## src/rtl/core/ort_pkg.sv

```systemverilog
`timescale 1ns / 1ps

package ort_pkg;

  localparam int CUR_W    = 16;
  localparam int DT_W     = 16;
  localparam int BASE_W   = 10;
  localparam int RATING_W = 24;
  localparam int TC_W     = 16;
  localparam int LEVEL_W  = 48;
  localparam int CFG_IDX_W  = 8;
  localparam int CFG_DATA_W = 24;

  // datapath widths
  localparam int SUM_W   = CUR_W + 1;              // prev + cur
  localparam int FLOW_W  = SUM_W + BASE_W;         // twice the flow, Q.12
  localparam int TWICE_RATING_W = RATING_W + 9;
  localparam int LDIFF_W = RATING_W + 1;           // signed rating difference
  localparam int LIM_W   = LDIFF_W + TC_W;         // signed limit
  localparam int INC_W   = FLOW_W + DT_W - 9;      // increment after >> 9
  localparam int MUL_A_W = FLOW_W + 1;
  localparam int MUL_B_W = DT_W + 1;
  localparam int MUL_P_W = MUL_A_W + MUL_B_W;

  localparam logic [CFG_IDX_W-1:0] REG_BASE_MVA     = 8'd0;
  localparam logic [CFG_IDX_W-1:0] REG_RATING_LONG  = 8'd1;
  localparam logic [CFG_IDX_W-1:0] REG_RATING_SHORT = 8'd2;
  localparam logic [CFG_IDX_W-1:0] REG_TIME_CONST   = 8'd3;

  localparam logic [BASE_W-1:0]   BASE_MVA_RST     = 10'd100;
  localparam logic [RATING_W-1:0] RATING_LONG_RST  = 24'd16000000;
  localparam logic [RATING_W-1:0] RATING_SHORT_RST = 24'd16000000;
  localparam logic [TC_W-1:0]     TIME_CONST_RST   = 16'd1280;

  typedef struct packed {
    logic load;      // request accepted, capture operands
    logic mul_flow;  // multiply current sum by base
    logic mul_lim;   // compute excess sign and difference, multiply limit
    logic mul_inc;   // multiply excess by tick length
    logic update;    // integrate, compare, load result
  } cmd_t;

endpackage

```

## src/rtl/core/ort_ctrl.sv

```systemverilog
`timescale 1ns / 1ps

module ort_ctrl (
  input  logic          clk_i,
  input  logic          rst_ni,
  input  logic          in_valid_i,
  output logic          in_ready_o,
  output logic          out_valid_o,
  input  logic          out_ready_i,
  output ort_pkg::cmd_t cmd_o
);

  localparam logic [2:0] S_IDLE = 3'd0;
  localparam logic [2:0] S_FLOW = 3'd1;
  localparam logic [2:0] S_SUB  = 3'd2;
  localparam logic [2:0] S_INC  = 3'd3;
  localparam logic [2:0] S_UPD  = 3'd4;

  logic [2:0] state_q, state_d;
  logic       out_valid_q, out_valid_d;
  logic       out_free;

  assign in_ready_o  = (state_q == S_IDLE);
  assign out_valid_o = out_valid_q;
  assign out_free    = !out_valid_q || out_ready_i;

  always_comb begin
    state_d        = state_q;
    cmd_o          = '0;
    cmd_o.load     = in_valid_i && (state_q == S_IDLE);
    case (state_q)
      S_IDLE: begin
        if (in_valid_i) state_d = S_FLOW;
      end
      S_FLOW: begin
        cmd_o.mul_flow = 1'b1;
        state_d        = S_SUB;
      end
      S_SUB: begin
        cmd_o.mul_lim = 1'b1;
        state_d       = S_INC;
      end
      S_INC: begin
        cmd_o.mul_inc = 1'b1;
        state_d       = S_UPD;
      end
      S_UPD: begin
        // hold until the previous result has been taken
        if (out_free) begin
          cmd_o.update = 1'b1;
          state_d      = S_IDLE;
        end
      end
      default: state_d = S_IDLE;
    endcase
  end

  always_comb begin
    out_valid_d = out_valid_q;
    if (cmd_o.update) out_valid_d = 1'b1;
    else if (out_ready_i) out_valid_d = 1'b0;
  end

  always_ff @(posedge clk_i or negedge rst_ni) begin
    if (!rst_ni) begin
      state_q     <= S_IDLE;
      out_valid_q <= 1'b0;
    end else begin
      state_q     <= state_d;
      out_valid_q <= out_valid_d;
    end
  end

endmodule

```

## src/rtl/core/ort_datapath.sv

```systemverilog
`timescale 1ns / 1ps

module ort_datapath #(
  parameter int ACCUM_BITS = 48
) (
  input  logic                             clk_i,
  input  logic                             rst_ni,
  input  ort_pkg::cmd_t                    cmd_i,
  input  logic                             cfg_we_i,
  input  logic [ort_pkg::CFG_IDX_W-1:0]    cfg_index_i,
  input  logic [ort_pkg::CFG_DATA_W-1:0]   cfg_data_i,
  input  logic [ort_pkg::CUR_W-1:0]        current_mag_i,
  input  logic [ort_pkg::DT_W-1:0]         tick_length_i,
  output logic                             trip_o,
  output logic                             closed_o,
  output logic [ort_pkg::LEVEL_W-1:0]      overload_level_o
);

  localparam int SAT_W = ((ACCUM_BITS > ort_pkg::INC_W) ? ACCUM_BITS : ort_pkg::INC_W) + 1;
  localparam int CMP_W = (ACCUM_BITS > ort_pkg::LIM_W) ? ACCUM_BITS : ort_pkg::LIM_W;
  localparam logic [ACCUM_BITS-1:0] ACC_FULL = {ACCUM_BITS{1'b1}};

  logic [ort_pkg::BASE_W-1:0]   base_q;
  logic [ort_pkg::RATING_W-1:0] rlt_q;
  logic [ort_pkg::RATING_W-1:0] rst_q;
  logic [ort_pkg::TC_W-1:0]     tc_q;

  logic [ort_pkg::CUR_W-1:0]    prev_q;
  logic [ort_pkg::SUM_W-1:0]    sum_q;
  logic [ort_pkg::DT_W-1:0]     dt_q;
  logic signed [ort_pkg::MUL_P_W-1:0] mul_q;
  logic [ort_pkg::FLOW_W-1:0]   diff_q;
  logic                         neg_q;
  logic signed [ort_pkg::LIM_W-1:0] lim_q;
  logic [ACCUM_BITS-1:0]        acc_q, acc_d;
  logic                         closed_q;
  logic                         trip_q;

  logic signed [ort_pkg::MUL_A_W-1:0] mul_a;
  logic signed [ort_pkg::MUL_B_W-1:0] mul_b;
  logic signed [ort_pkg::MUL_P_W-1:0] mul_p;
  logic signed [ort_pkg::LDIFF_W-1:0] rating_diff;
  logic [ort_pkg::FLOW_W-1:0]         flow;
  logic [ort_pkg::TWICE_RATING_W-1:0] twice_rating;
  logic [ort_pkg::INC_W-1:0]          inc;
  logic [SAT_W-1:0]                   sum_wide;
  logic [ACCUM_BITS-1:0]              acc_int;
  logic                               over;

  assign rating_diff  = $signed({1'b0, rst_q}) - $signed({1'b0, rlt_q});
  assign flow         = mul_q[ort_pkg::FLOW_W-1:0];
  assign twice_rating = {rlt_q, 9'b0};
  assign inc          = mul_q[ort_pkg::INC_W+8:9];

  // one shared multiplier for flow, limit and increment
  always_comb begin
    mul_a = '0;
    mul_b = '0;
    if (cmd_i.mul_flow) begin
      mul_a = $signed(ort_pkg::MUL_A_W'(sum_q));
      mul_b = $signed(ort_pkg::MUL_B_W'(base_q));
    end else if (cmd_i.mul_lim) begin
      mul_a = {{(ort_pkg::MUL_A_W-ort_pkg::LDIFF_W){rating_diff[ort_pkg::LDIFF_W-1]}},
               rating_diff};
      mul_b = $signed({1'b0, tc_q});
    end else if (cmd_i.mul_inc) begin
      mul_a = $signed({1'b0, diff_q});
      mul_b = $signed({1'b0, dt_q});
    end
  end

  assign mul_p = mul_a * mul_b;

  // saturating integration, then trip compare
  always_comb begin
    sum_wide = SAT_W'(acc_q) + SAT_W'(inc);
    if (neg_q) acc_int = '0;
    else if (sum_wide > SAT_W'(ACC_FULL)) acc_int = ACC_FULL;
    else acc_int = sum_wide[ACCUM_BITS-1:0];
    if (lim_q[ort_pkg::LIM_W-1]) over = 1'b1;
    else over = CMP_W'(acc_int) > CMP_W'(lim_q[ort_pkg::LIM_W-2:0]);
    acc_d = over ? '0 : acc_int;
  end

  always_ff @(posedge clk_i or negedge rst_ni) begin
    if (!rst_ni) begin
      base_q   <= ort_pkg::BASE_MVA_RST;
      rlt_q    <= ort_pkg::RATING_LONG_RST;
      rst_q    <= ort_pkg::RATING_SHORT_RST;
      tc_q     <= ort_pkg::TIME_CONST_RST;
      prev_q   <= '0;
      acc_q    <= '0;
      closed_q <= 1'b1;
      trip_q   <= 1'b0;
    end else begin
      if (cfg_we_i) begin
        case (cfg_index_i)
          ort_pkg::REG_BASE_MVA:     base_q <= cfg_data_i[ort_pkg::BASE_W-1:0];
          ort_pkg::REG_RATING_LONG:  rlt_q  <= cfg_data_i[ort_pkg::RATING_W-1:0];
          ort_pkg::REG_RATING_SHORT: rst_q  <= cfg_data_i[ort_pkg::RATING_W-1:0];
          ort_pkg::REG_TIME_CONST:   tc_q   <= cfg_data_i[ort_pkg::TC_W-1:0];
          default: ;
        endcase
      end
      if (cmd_i.load) prev_q <= current_mag_i;
      if (cmd_i.update) begin
        acc_q    <= acc_d;
        closed_q <= closed_q & ~over;
        trip_q   <= over;
      end
    end
  end

  always_ff @(posedge clk_i) begin
    if (cmd_i.load) begin
      sum_q <= ort_pkg::SUM_W'(prev_q) + ort_pkg::SUM_W'(current_mag_i);
      dt_q  <= tick_length_i;
    end
    if (cmd_i.mul_flow || cmd_i.mul_lim || cmd_i.mul_inc) mul_q <= mul_p;
    if (cmd_i.mul_lim) begin
      neg_q  <= ort_pkg::TWICE_RATING_W'(flow) < twice_rating;
      diff_q <= flow - twice_rating[ort_pkg::FLOW_W-1:0];
    end
    if (cmd_i.mul_inc) lim_q <= mul_q[ort_pkg::LIM_W-1:0];
  end

  assign trip_o           = trip_q;
  assign closed_o         = closed_q;
  assign overload_level_o = ort_pkg::LEVEL_W'(acc_q);

endmodule

```

## src/rtl/core/overload_relay_trip.sv

```systemverilog
// Thermal overload relay integrator for one line. Each request carries a
// per-unit current (Q4.12) and a tick length (Q8.8 s); the block averages it
// with the previous current, scales by base MVA, subtracts the long-term
// rating and integrates the excess times dt into a saturating accumulator
// (cleared on negative excess). When the accumulator exceeds
// (short rating - long rating) * time constant the breaker latch opens until
// reset, trip is raised and the accumulator clears. One request is in work at
// a time: operands are captured at acceptance, then three products go through
// the single shared multiplier one per cycle, then the integrate-and-compare
// step loads the result; a new request is accepted only after that step. The
// result sits in an output register, so the next request is accepted while
// it waits; the final step stalls only if the previous result is still not
// taken. Configuration writes are always ready and take effect at once.
`timescale 1ns / 1ps

module overload_relay_trip #(
  parameter int ACCUM_BITS = 48
) (
  input  logic                            clk_i,
  input  logic                            rst_ni,
  input  logic                            in_valid_i,
  output logic                            in_ready_o,
  input  logic [ort_pkg::CUR_W-1:0]       current_mag_i,
  input  logic [ort_pkg::DT_W-1:0]        tick_length_i,
  output logic                            out_valid_o,
  input  logic                            out_ready_i,
  output logic                            trip_o,
  output logic                            closed_o,
  output logic [ort_pkg::LEVEL_W-1:0]     overload_level_o,
  input  logic                            cfg_valid_i,
  output logic                            cfg_ready_o,
  input  logic [ort_pkg::CFG_IDX_W-1:0]   cfg_index_i,
  input  logic [ort_pkg::CFG_DATA_W-1:0]  cfg_data_i
);

  ort_pkg::cmd_t cmd;

  assign cfg_ready_o = 1'b1;

  ort_ctrl u_ctrl (
    .clk_i       (clk_i),
    .rst_ni      (rst_ni),
    .in_valid_i  (in_valid_i),
    .in_ready_o  (in_ready_o),
    .out_valid_o (out_valid_o),
    .out_ready_i (out_ready_i),
    .cmd_o       (cmd)
  );

  ort_datapath #(
    .ACCUM_BITS (ACCUM_BITS)
  ) u_datapath (
    .clk_i            (clk_i),
    .rst_ni           (rst_ni),
    .cmd_i            (cmd),
    .cfg_we_i         (cfg_valid_i & cfg_ready_o),
    .cfg_index_i      (cfg_index_i),
    .cfg_data_i       (cfg_data_i),
    .current_mag_i    (current_mag_i),
    .tick_length_i    (tick_length_i),
    .trip_o           (trip_o),
    .closed_o         (closed_o),
    .overload_level_o (overload_level_o)
  );

endmodule

```

## config.mk

```make
export PLATFORM = sky130hd
export DESIGN_NAME = overload_relay_trip
export DESIGN_NICKNAME = d
export VERILOG_FILES = /design/src/rtl/core/ort_pkg.sv /design/src/rtl/core/ort_ctrl.sv /design/src/rtl/core/ort_datapath.sv /design/src/rtl/core/overload_relay_trip.sv
export SDC_FILE = /design/constraint.sdc
export NUM_CORES = 2
export LEC_CHECK = 0
export ABC_AREA = 1
export ABC_CLOCK_PERIOD_IN_PS = 9800
export BUFFER_PORTS_ARGS = -buffer_cell sky130_fd_sc_hd__buf_2
export CELL_PAD_IN_SITES_DETAIL_PLACEMENT = 0
export CELL_PAD_IN_SITES_GLOBAL_PLACEMENT = 1
export CORE_ASPECT_RATIO = 0.75
export CORE_MARGIN = 5
export CORE_UTILIZATION = 30
export DETAILED_ROUTE_END_ITERATION = 16
export GPL_TIMING_DRIVEN = 0
export PLACE_DENSITY = 0.57
export REMOVE_ABC_BUFFERS = 1
export SETUP_SLACK_MARGIN = 0.2
export SLEW_MARGIN = 20
export SYNTH_ARGS = -nofsm -noshare
export SYNTH_HDL_FRONTEND = slang
export SYNTH_SLANG_ARGS = --single-unit
```

## constraint.sdc

```tcl
create_clock -name clk_i -period 9.8 [get_ports clk_i]
set_input_delay 1.96 -clock clk_i [delete_from_list [all_inputs] [get_ports clk_i]]
set_output_delay 1.96 -clock clk_i [all_outputs]
set_load 0.02 [all_outputs]
```

# Yosys cells after proc, flatten, opt, wreduce, memory -nomap -nowiden
# Index checks and enable logic that the tools add are counted.
word_totals:
  reg_bits: 289
  inputBits: 69
  elab_cells: 68
op_classes:
  add_sub_neg: 4
  multipliers: 1
  n_lt_le_gt_ge: 3
  n_eq_ne: 9
  mux: 20
  bitwise: 2
  reduce_logical: 13
ops:
  columns: ["op", "n"]
  rows:
  - ["two-way mux 48 bit", 3]
  - ["two-way mux 28 bit", 2]
  - ["adder 48 x 34 -> 49 bit", 1]
  - ["greater-than comparator 49 x 48 -> 1 bit (second input constant)", 1]
  - ["greater-than comparator 48 x 40 -> 1 bit", 1]
  - ["multiplier 28 x 17 -> 43 bit", 1]
  - ["two-way mux 17 bit", 2]
  - ["< comparator 27 x 33 -> 1 bit", 1]
  - ["two-way mux 27 bit", 1]
  - ["subtractor 27 bit", 1]
  - ["subtractor 24 x 24 -> 25 bit", 1]
  - ["adder 16 x 16 -> 17 bit", 1]
  - ["equality test 8 x 2 -> 1 bit (second input constant)", 2]
  - ["two-way mux 16 bit", 1]
  - ["case mux 3 bit (5 select lines)", 1]
  - ["AND reduction 2 bit", 5]
  - ["equality test 8 x 1 -> 1 bit (second input constant)", 1]
  - ["logical NOT 8 bit", 1]
  - ["two-way mux 1 bit", 8]
  - ["equality test 3 x 2 -> 1 bit (second input constant)", 2]
  - ["two-way mux 3 bit", 2]
  - ["equality test 3 x 1 -> 1 bit (second input constant)", 1]
  - ["equality test 3 bit (second input constant)", 1]
  - ["logical NOT 3 bit", 1]
  - ["8 further kinds", 10]

# Logic depth before layout (Yosys ltp)
depth:
  ltp_word: 8
  ltp_mapped: 41
  mapped_depth_nobuf: 41

# Cells and area by module
# Synthesis repeated with hierarchy kept, for this count alone.
unflattened:
  cells_unflattened: 4144
  area_unflattened_um2: 33674.8
by_module_without_submodules:
  columns: ["module", "n_inst", "cells_each", "area_per_inst_um2"]
  rows:
  - ["ort_datapath", 1, 4115, 33458.3]
  - ["ort_ctrl", 1, 27, 205.2]
  - ["overload_relay_trip", 1, 2, 11.3]

# Least setup slack after synthesis
# Ideal clock, no wire load.
synth_path:
  kind: "flip-flop to flip-flop"
  startpoint: "register u_datapath.rlt_q[13] in the netlist's numbering"
  endpoint: "register u_datapath.mul_q[40] in the netlist's numbering (data pin)"
  setup_time_ps: 261
  t_arrival_ps: 7015
  t_required_ps: 9539
  slack_ps: 2524
  stages_incl_launch_ff: 27
  path_buffers: 0
  period_less_slack_ps: 7276
  cell_sequence: "dfstp_2 inv_1 ha_1 a21oi_1 o21ai_0 o21bai_1 a21oi_1 nand2_1 nor2_2 inv_1 nor2_1 inv_1 fa_1 inv_1 fa_1 fa_1 fa_1 fa_1 inv_1 fa_1 inv_1 ha_1 a21oi_1 o21ai_0 a221oi_1 nand3_1 xor2_1"
synth_between:
  elab_chain_cells: 4
synth_rtl:
  columns: ["item", "line_no", "source"]
  rows:
  - ["start, declared", "ort_datapath.sv:24", "logic [ort_pkg::RATING_W-1:0] rlt_q;"]
  - ["start signal, assigned", "ort_datapath.sv:88", "rlt_q <= ort_pkg::RATING_LONG_RST;"]
  - ["start signal, assigned", "ort_datapath.sv:99", "ort_pkg::REG_RATING_LONG: rlt_q <= cfg_data_i[ort_pkg::RATING_W-1:0];"]
  - ["subtractor 24 x 24 -> 25 bit", "ort_datapath.sv:50", "assign rating_diff = $signed({1'b0, rst_q}) - $signed({1'b0, rlt_q});"]
  - ["two-way mux 28 bit", "ort_datapath.sv:62", "end else if (cmd_i.mul_lim) begin"]
  - ["two-way mux 28 bit", "ort_datapath.sv:59", "if (cmd_i.mul_flow) begin"]
  - ["multiplier 28 x 17 -> 43 bit", "ort_datapath.sv:72", "assign mul_p = mul_a * mul_b;"]
  - ["via u_datapath.mul_p (one bit)", "ort_datapath.sv:41", "logic signed [ort_pkg::MUL_P_W-1:0] mul_p;"]
  - ["end signal, assigned", "ort_datapath.sv:119", "if (cmd_i.mul_flow || cmd_i.mul_lim || cmd_i.mul_inc) mul_q <= mul_p;"]
  - ["end, declared", "ort_datapath.sv:31", "logic signed [ort_pkg::MUL_P_W-1:0] mul_q;"]
# The timed path passes the listed nets, and every way through them passes these cells.
# A chain may end at the register's enable or synchronous reset.

# Worst setup path after layout
layout_path:
  startpoint: "register u_datapath.rlt_q[10] in the netlist's numbering"
  endpoint: "register u_datapath.mul_q[42] in the netlist's numbering (data pin)"
# Same word-level chain as after synthesis.

==> run summary <==
Met2 Wirelength - 47.4 mm
Asr flop ratio synth - 49.8%
Post-route ant nets - 0
Layout fillers - 11,900
CP Data Arrival Time - 9.46 ns
Critical path capture point type - register
Slowest stage delay, CP - 0.66 ns
Post-Route WL - 113 mm
Clk_lat worst skew - 0.58 ns
R2r worst-path depth - 34
Post-synth EDFFs - 145
Met3 Wirelength - 5.55 mm
Antenna diode count - 0
Clock Tree Root - clkbuf_16
CP Class - register to register
Most frequent cells after synthesis - 1,021 x nand2_1, 896 x inv_1, 425 x fa_1
Final setup viols - 0
Post-Syn Instances - 4,164
Final hold violations - 0
Crit path launch type - register
CP Buf/Inv Count - 7
Max_cap viols - 0
Die width - 397 um
Drt pass-1 iters - 5
DRC - 0
Least-Margin Pin Slew - 1.17 ns
Total gr overflow - 0
Synth Flop Type - edfxtp_1
Number of DRC markers in iteration 0 - 1,772
Antenna violations before repair - 3
Number of global-route vias before repair - 27,600
Area leader, netlist - fa_1
Synth Area per Inst - 8.08 um^2
Hold Crit Class - register to register
Crit path from - u_datapath.rlt_q[10]
Critical Path Fanout Max - 9
Reg-to-reg startpoint - u_datapath.rlt_q[10]
Count leader, synth - nand2_1
GPL Wtd Cong - 0.855
Crit path top cell by count - nand2_1
Core box area - 111,000 um^2
Die Span Y - 300 um
Area grow syn2layout - 11.3%
DR vias/cell - 4.64
H-tree depth - 2
Peak Freq - 109 MHz
Status - finished, final reports clean
Port bufs - 120
Initial Utilization - 30.2%
Met1 WL - 58.6 mm
Synthesized flop and latch total - 289
Synth top area share - 25.3%
Stages on worst setup path - 34
Dpl hpwl - 91.4 mm
Relative slew slack - 22.0%
Largest cells by area after synthesis - fa_1 25%, edfxtp_1 13%, nand2_1 11%
Tcrit/Tclk final - 93.3%
I/O pins - 122
First-pass GRT wire length - 173 mm
Top delay family on crit path - adder cells
Clk_skew - 0.0328 ns
Synthesized area - 33,600 um^2
Top Metal Used - met4
Proportion of layout cells with a drive suffix above 1 - 8.11%
Library cells used by synthesis - 60
Worst reg2reg path endpoint - u_datapath.mul_q[42]
Largest net degree at the start of global routing - 84
R2R Setup Slk - 0.66 ns
Termination of the worst setup path - u_datapath.mul_q[42]
NumNets Final - 4,980
DR vias - 26,600
CTS tree - yes
Die Area - 119,000 um^2
Critical Path RT - 10.11 ns
Clock sink count - 289
Fin crit period - 9.14 ns
CTS Buffer Depth - 3
Slew Viols, Final - 0
Routed wire length per instance - 19.7 um
Row count - 106
Yosys warns - 0
CP max stage cell - nand2_1
RSZ-0062 raised after global routing - no
GRT Util Overall - 19.1%
Num CTS Buffers - 38
Post-CTS Hold Buffers - 0
Setup TNS Final - 0 ns
Sequential element share of the synthesized area - 23.7%
Clock transition at path regs - 0.06 ns
[worst reg2reg max path, delay by kind of cell, from the launching register on]
kind            cells  cell delay (ns)
compound gates      4             0.72
fa+ha+maj           8             3.70
buf+inv             7             0.98
flops               1             0.53
simple gates       15             2.96
[metrics by stage]
step                cell area, um^2  hold slack, ns  setup WS [ns]  util [%]  std cells
finish                        37400           0.445          0.658      33.6       5738
global placement              35600           0.429          -3.62      31.9       5640
CTS                           37300           0.449          0.263      33.5       5728
detailed placement            36000           0.438         -0.235      32.4       5658
global route                  37400           0.459          0.227      33.6       5738
floorplan                     33100           0.421           1.25         -       4062
[how the worst min path moves through the flow]
| stage | startpoint | end | cells past startpoint |
|---|---|---|---|
| after floorplan | u_datapath.mul_q[0] | u_datapath.diff_q[0] | 0 |
| after global placement | u_datapath.mul_q[5] | u_datapath.lim_q[5] | 0 |
| after detailed placement | u_datapath.mul_q[5] | u_datapath.lim_q[5] | 0 |
| after CTS | u_datapath.closed_o | u_datapath.closed_o | 2 |
| after global routing | u_datapath.mul_q[7] | u_datapath.lim_q[7] | 0 |
| final | u_datapath.closed_o | u_datapath.closed_o | 2 |
[metal layers]
| layer | vias up | global-route usage, % |
|---|---|---|
| met5 | - | 0 |
| met4 | 0 | 2.89 |
| met3 | 82 | 2.72 |
| met2 | 526 | 28.5 |
| met1 | 13100 | 29.8 |
| li1 | 12900 | - |
[placed cells by master (no fill, tap or decap), types with 119 or more instances in the layout]
master    count
dfrtp_1     124
fa_1        424
ha_1        236
buf_2       119
o21ai_0     147
edfxtp_1    145
a21oi_1     201
inv_1       889
nor2_1      361
nand2_1    1012
[sequential cells by signal (all words and copies together), names as in the netlist, 17 cells and up]
signal                       cells
u_datapath.diff_q               27
u_datapath.lim_q                41
u_datapath.mul_q                43
u_datapath.overload_level_o     48
u_datapath.rlt_q                24
u_datapath.rst_q                24
u_datapath.sum_q                17
[layout make-up]
class | instances | area (um^2) | share of cell area [%]
Clock inverter | 22 | 209 | 0.558
Inverter | 919 | 3470 | 9.27
Sequential cell | 289 | 7980 | 21.3
Tap cell | 1458 | 1820 | 4.87
Multi-Input combinational cell | 2856 | 21900 | 58.4
Timing Repair Buffer | 146 | 1070 | 2.87
Clock buffer | 48 | 1020 | 2.72
[timing repair]
| item | 4_1_cts | 5_1_grt |
|---|---|---|
| cloned | 0 | 2 |
| setup buffers | 0 | 6 |
| gates resized for setup | 3 | 19 |
| pin swaps | 0 | 2 |
| setup endpoints to repair | 9 | 13 |
[kinds of logic after synthesis]
kind of cell / after synthesis / synth area share (%)
other: 1 / 0.0112
AND/OR/NAND/NOR: 1583 / 18.9
XOR/XNOR: 117 / 3.05
buffers and inverters: 1021 / 11.7
flip-flops: 289 / 23.7
AO/OA/AOI/OAI: 492 / 8.57
adder cells (fa/ha/maj): 661 / 34.1
Power is left out: the tool's default activity adds up to more than one toggle a clock period on the data nets, which glitch-free logic cannot reach.
